## src/hw/rtl/cnv3_pkg.sv

```systemverilog
// shared types and constants of the 3x3 convolution block
package cnv3_pkg;

  // geometry limits and field widths
  localparam int MAX_WIDTH    = 1024;
  localparam int MAX_HEIGHT   = 4096;
  localparam int MAX_CHANNELS = 4;
  localparam int STORE_DEPTH  = MAX_WIDTH * MAX_CHANNELS;

  localparam int COL_W   = 10;
  localparam int ROW_W   = 12;
  localparam int CH_W    = 2;
  localparam int WIDTH_W = 11;
  localparam int HEIGHT_W = 13;
  localparam int CHANS_W = 3;
  localparam int PIX_W   = 8;
  localparam int COEF_W  = 16;
  localparam int KROW_W  = 48;

  // configuration port
  localparam int CFG_INDEX_W = 3;
  localparam int CFG_DATA_W  = 48;

  localparam logic [CFG_INDEX_W-1:0] REG_KERNEL_TOP    = 3'd0;
  localparam logic [CFG_INDEX_W-1:0] REG_KERNEL_MIDDLE = 3'd1;
  localparam logic [CFG_INDEX_W-1:0] REG_KERNEL_BOTTOM = 3'd2;
  localparam logic [CFG_INDEX_W-1:0] REG_ADD_OFFSET    = 3'd3;
  localparam logic [CFG_INDEX_W-1:0] REG_IMAGE_WIDTH   = 3'd4;
  localparam logic [CFG_INDEX_W-1:0] REG_IMAGE_HEIGHT  = 3'd5;
  localparam logic [CFG_INDEX_W-1:0] REG_CHANNEL_COUNT = 3'd6;

  // reset values of the configuration registers
  localparam logic [KROW_W-1:0]   KERNEL_IDENTITY_ROW = 48'h0000_0100_0000;
  localparam logic [WIDTH_W-1:0]  WIDTH_RESET  = 11'd1024;
  localparam logic [HEIGHT_W-1:0] HEIGHT_RESET = 13'd4096;
  localparam logic [CHANS_W-1:0]  CHANS_RESET  = 3'd3;

  // saturated frame geometry
  typedef struct packed {
    logic [WIDTH_W-1:0]  width;
    logic [HEIGHT_W-1:0] height;
    logic [CHANS_W-1:0]  chans;
  } cnv3_geom_t;

  // position tag that travels with a filtered sample
  typedef struct packed {
    logic [ROW_W-1:0] row;
    logic [COL_W-1:0] column;
    logic [CH_W-1:0]  channel;
    logic             last;
  } cnv3_meta_t;

  // 3x3 neighborhood, indexed [column][row], column 2 and row 2 newest
  typedef logic [2:0][2:0][PIX_W-1:0] cnv3_taps_t;

endpackage

```

## src/hw/rtl/cnv3_mac.sv

```systemverilog
// multiply, row sums, total with optional offset, floor and clamp to 8 bits
module cnv3_mac #(
  parameter int COEF_FRAC_BITS = 8
) (
  input  logic                                clk_i,
  input  logic                                rst_ni,
  input  logic                                tap_valid_i,
  output logic                                tap_ready_o,
  input  cnv3_pkg::cnv3_taps_t                taps_i,
  input  cnv3_pkg::cnv3_meta_t                meta_i,
  input  logic [2:0][cnv3_pkg::KROW_W-1:0]    kernel_i,
  input  logic                                add_offset_i,
  output logic                                out_valid_o,
  input  logic                                out_stall_i,
  output logic [cnv3_pkg::PIX_W-1:0]          filtered_value_o,
  output cnv3_pkg::cnv3_meta_t                meta_o
);

  localparam int ProdW  = cnv3_pkg::PIX_W + 1 + cnv3_pkg::COEF_W;
  localparam int RowW   = ProdW + 2;
  localparam int TotW   = RowW + 2;
  localparam int OffsetValue = 127 * (1 << COEF_FRAC_BITS);
  localparam logic [cnv3_pkg::PIX_W-1:0] PixMax = 8'd255;

  logic signed [ProdW-1:0] prod_d [3][3];
  logic signed [ProdW-1:0] prod_q [3][3];
  logic signed [RowW-1:0]  rsum_d [3];
  logic signed [RowW-1:0]  rsum_q [3];
  logic signed [TotW-1:0]  total;
  logic [cnv3_pkg::PIX_W-1:0] value_d;

  logic p_valid_q, r_valid_q, o_valid_q;
  logic p_ready, r_ready, o_ready;
  cnv3_pkg::cnv3_meta_t p_meta_q, r_meta_q, o_meta_q;
  logic [cnv3_pkg::PIX_W-1:0] o_value_q;

  // pipeline handshake, bubbles collapse
  assign o_ready     = !o_valid_q || !out_stall_i;
  assign r_ready     = !r_valid_q || o_ready;
  assign p_ready     = !p_valid_q || r_ready;
  assign tap_ready_o = p_ready;

  // products: tap (dy,dx) meets the 180-degree rotated coefficient
  always_comb begin
    for (int dy = 0; dy < 3; dy++) begin
      for (int dx = 0; dx < 3; dx++) begin
        prod_d[dy][dx] = $signed({1'b0, taps_i[dx][dy]})
                       * $signed(kernel_i[2-dy][16*dx +: cnv3_pkg::COEF_W]);
      end
    end
  end

  // row sums
  always_comb begin
    for (int dy = 0; dy < 3; dy++) begin
      rsum_d[dy] = RowW'(prod_q[dy][0]) + RowW'(prod_q[dy][1])
                 + RowW'(prod_q[dy][2]);
    end
  end

  // total with optional offset, then floor and clamp
  always_comb begin
    total = TotW'(rsum_q[0]) + TotW'(rsum_q[1]) + TotW'(rsum_q[2])
          + (add_offset_i ? TotW'(OffsetValue) : TotW'(0));
    if (total[TotW-1]) begin
      value_d = '0;
    end else if (|total[TotW-1:COEF_FRAC_BITS+cnv3_pkg::PIX_W]) begin
      value_d = PixMax;
    end else begin
      value_d = total[COEF_FRAC_BITS +: cnv3_pkg::PIX_W];
    end
  end

  // stage valids
  always_ff @(posedge clk_i or negedge rst_ni) begin
    if (!rst_ni) begin
      p_valid_q <= 1'b0;
      r_valid_q <= 1'b0;
      o_valid_q <= 1'b0;
    end else begin
      if (p_ready) p_valid_q <= tap_valid_i;
      if (r_ready) r_valid_q <= p_valid_q;
      if (o_ready) o_valid_q <= r_valid_q;
    end
  end

  // stage payloads
  always_ff @(posedge clk_i) begin
    if (p_ready && tap_valid_i) begin
      prod_q   <= prod_d;
      p_meta_q <= meta_i;
    end
    if (r_ready && p_valid_q) begin
      rsum_q   <= rsum_d;
      r_meta_q <= p_meta_q;
    end
    if (o_ready && r_valid_q) begin
      o_value_q <= value_d;
      o_meta_q  <= r_meta_q;
    end
  end

  assign out_valid_o      = o_valid_q;
  assign filtered_value_o = o_value_q;
  assign meta_o           = o_meta_q;

  // only interior samples leave the block
  assert property (@(posedge clk_i) disable iff (!rst_ni)
    o_valid_q |-> (o_meta_q.row != '0 && o_meta_q.column != '0))
    else $error("border sample emitted");

endmodule

```

## config.mk

```make
export PLATFORM = sky130hd
export DESIGN_NAME = cnv3_mac
export DESIGN_NICKNAME = d
export VERILOG_FILES = /design/src/hw/rtl/cnv3_pkg.sv /design/src/hw/rtl/cnv3_mac.sv
export SDC_FILE = /design/constraint.sdc
export NUM_CORES = 2
export LEC_CHECK = 0
export ABC_AREA = 1
export BUFFER_PORTS_ARGS = -buffer_cell sky130_fd_sc_hd__buf_4
export CAP_MARGIN = 20
export CORE_MARGIN = 1.5
export CORE_UTILIZATION = 58
export CTS_CLUSTER_SIZE = 28
export DETAILED_ROUTE_END_ITERATION = 6
export HOLD_SLACK_MARGIN = 0.15
export PLACE_DENSITY_LB_ADDON = 0.08
export SYNTH_ARGS = -nofsm -noshare
export SYNTH_HDL_FRONTEND = slang
export SYNTH_SLANG_ARGS = --single-unit
```

## constraint.sdc

```tcl
create_clock -name clk_i -period 17.8 [get_ports clk_i]
set_input_delay 0.89 -clock clk_i [delete_from_list [all_inputs] [get_ports clk_i]]
set_output_delay 0.89 -clock clk_i [all_outputs]
set_load 0.02 [all_outputs]
```

==> metrics.txt <==
status completed; cell area after synthesis 62820 um^2; final worst path period share 27.27%; clk root buf clkbuf_16; met3 WL 7.120 mm; CP max stage delay 0.56 ns; setup TNS 0 ns; layout cells sized above 1 5.241%; H-Tree Depth 2; Post-Route WL 138.2 mm; CP top delay family adder cells; DRT iter0 DRCs 2783; GP Congestion 0.9040; number of enable flip-flop cells after synthesis 389; Worst-Margin Slew 1.078 ns; YS warnings 0; crit path capture type register; CP Data Required Time 18.14 ns; Seq cells post-synth 392; asr flop ratio synth 0.7653%; max cap viols 0; register area share after synthesis 18.71%; Final nets 9289; CTS tree built; Max FO, Critical Path 16; Worst Skew 0.01487 ns; Site Rows 120; hold crit path type reg2reg; TritonCTS Buffers 43; max layer used met5; clk buf depth 3; antenna violations before repair 10; Fin. Hold Viols 0; synth-to-layout area growth 6.858%; WL met2 67.06 mm; Placed Instances 8800; number of cells produced by synthesis 7403; Resized Gates After CTS 0; Slew headroom 28.16%; Yosys cell types 46; Final Instance Area 67130 um^2; IO Pins 281; DRC violations left 0; first-pass GRT wire length 234.0 mm; DIE AREA 110300 um^2; crit path DAT 5.19 ns; vias per cell 5.080; post-synthesis net count 9248; Startpoint Class input pin; Worst-Skew Late Latency 0.59 ns; IO Port Bufs 280; routed length on met1 61.45 mm; mean cell area of the mapped netlist 8.485 um^2; Post-CTS Setup Bufs 0; initial core utilization 58.60%; GRT Residual Overflow 0; DP Area 65600 um^2; Max Freq 0.2060 GHz; critical path class in2reg; vias in the first global route 47.09k; RSZ-0062 raised after global routing false; post-DP HPWL 116.1 mm; core area 107200 um^2; largest net degree at the start of global routing 176; ys flop type edfxtp_1; CTS Sinks 392; ANT nets after route 0; Critical-path top delay cell fa_1; Die Y 332.1 um; 1st-pass router iterations 7; CP cell instances buf_4, nand2_1, fa_1, inv_1, fa_1, fa_1, inv_1, fa_1, inv_1, ha_1, a21oi_1, o21ai_0, a21oi_1, inv_1, a21oi_1, o21bai_1, nand3_1, nand2_1, xor2_1; detailed-route via count 45.16k; fin crit period 4.854 ns; Final Slew Violations 0; Non-Filler Instances 8890; Final Setup Violations 0; worst path bufs/invs 5; Reg clk slew, reported paths 0.06 ns; die extent in x 332.1 um; gr usage total 26.13%; wire per inst 15.55 um
## worst register-to-register path: cells and delay by family (launching register included)
family | cells | cell delay [ns]
DFF | 1 | 0.37
adders and majority gates | 3 | 1.32
and+or+nand+nor | 12 | 1.25
AOI/OAI and AO/OA | 1 | 0.28
buffers and inverters | 3 | 0.21
## placed cells by master, fill, tap and decap left out, types with 4 or more instances in the layout
master / netlist / final
edfxtp_1: 389 / 389
a221oi_1: 5 / 5
diode_2: 0 / 8
xor2_1: 162 / 162
bufinv_16: 0 / 6
a21o_1: 32 / 32
o21ai_1: 14 / 14
ha_1: 570 / 570
nor4_1: 11 / 11
and2_1: 5 / 5
nor2_2: 8 / 8
a31oi_1: 40 / 40
a211oi_1: 7 / 7
clkbuf_16: 0 / 43
nor2_1: 159 / 158
fa_1: 1029 / 1029
buf_4: 0 / 282
nand3_1: 102 / 102
inv_1: 2256 / 2255
o31ai_1: 6 / 6
a21oi_1: 280 / 279
o211ai_1: 16 / 16
inv_6: 0 / 4
nor3_1: 31 / 31
nand2_1: 1631 / 1631
o21ai_0: 105 / 105
clkinv_2: 0 / 15
xnor2_1: 128 / 128
o21bai_1: 27 / 27
o21a_1: 8 / 8
nand4_1: 51 / 51
nand2_2: 9 / 9
## cell usage after synthesis (2+ instances only)
library cell  number  area share (%)
o21bai_1          27            0.32
o21a_1             8           0.096
a221oi_1           5           0.070
nor2_2             8           0.080
o221ai_1           3           0.042
and2_1             5           0.050
xor2_1           162             2.3
o31ai_1            6           0.072
nand4_1           51            0.51
nor2_4             2           0.036
nor3_2             3           0.048
o21ai_2            2           0.028
clkbuf_2          41            0.33
edfxtp_1         389              19
o21ai_0          105            0.84
nand2_1         1631             9.7
xnor2_1          128             1.8
nor3_1            31            0.25
inv_1           2256              13
o21ai_1           14            0.11
a21oi_1          280             2.2
a21oi_2            2           0.028
nand3b_1           3           0.036
nor2_1           159            0.95
dfrtp_1            3            0.12
o211ai_1          16            0.19
clkbuf_1         248             1.5
a211oi_1           7           0.084
nand3_1          102            0.81
and3_1             2           0.020
ha_1             570              11
nor4_1            11            0.11
fa_1            1029              33
a22o_1             2           0.028
nand2_2            9           0.090
a21boi_1           3           0.036
a31oi_1           40            0.40
a21o_1            32            0.38
## per-layer routing
layer  vias to the layer above  track usage (%)
li1                      21760                -
met1                     22250            36.45
met2                      1008            44.06
met3                       146            3.100
met4                         4            5.563
met5                         -                0
## logic make-up after synthesis
family          synth area share (%)
buf+inv                        15.29
simple gates                   12.77
fa+ha+maj                      44.15
compound gates                 5.029
flops                          18.71
xor+xnor                       4.043
## through the flow
| stage | util [%] | worst slack [ns] | hold WS [ns] |
|---|---|---|---|
| 2_1_floorplan | - | 5.352 | 0.4003 |
| 4_1_cts | 62.57 | 13.01 | 0.4166 |
| 6_report | 62.62 | 12.95 | 0.4167 |
| 5_1_grt | 62.62 | 12.67 | 0.4223 |
| 3_3_place_gp | 61.19 | 12.36 | 0.4001 |
| 3_5_place_dp | 61.19 | 12.39 | 0.4045 |
## final timing paths
| path | depth (start not counted) | slack, ns | to | start |
|---|---|---|---|---|
| setup / recovery | 19 | 12.95 | prod_q[72] | taps_i[16] |
| hold / removal | 0 | 0.42 | meta_o[23] | r_meta_q[23] |
| setup reg to reg | 19 | 14.13 | filtered_value_o[1] | rsum_q[14] |
| hold reg to reg | 0 | 0.42 | meta_o[23] | r_meta_q[23] |
| max in group asynchronous | 2 | 17.09 | out_valid_o | rst_ni |
| min in group asynchronous | 2 | 0.62 | r_valid_q | rst_ni |
## flip-flops by register name, indices dropped and copies added, names as in the netlist
signal / flops
meta_o: 25
rsum_q: 81
p_meta_q: 25
filtered_value_o: 8
r_meta_q: 25
p_valid_q: 1
prod_q: 225
r_valid_q: 1
out_valid_o: 1
## what timing repair did
action / CTS / global route
hold endpoints to repair: 3 / 0
hold buffers: 1 / 0
endpoints found under the setup margin: 0 / 0
## final cells by class
cell class	count	area, um^2
antenna	8	20.02
clock buffer	45	1084
clock inverter	35	389.1
fill	9502	40080
inverter	2257	8474
multi-input combinational	4465	41470
sequential	392	11760
tap	1403	1755
timing repair buffer	285	2175
Power is not shown: default switching activity piles up to over one toggle a cycle in this logic, so the estimate is an artifact.
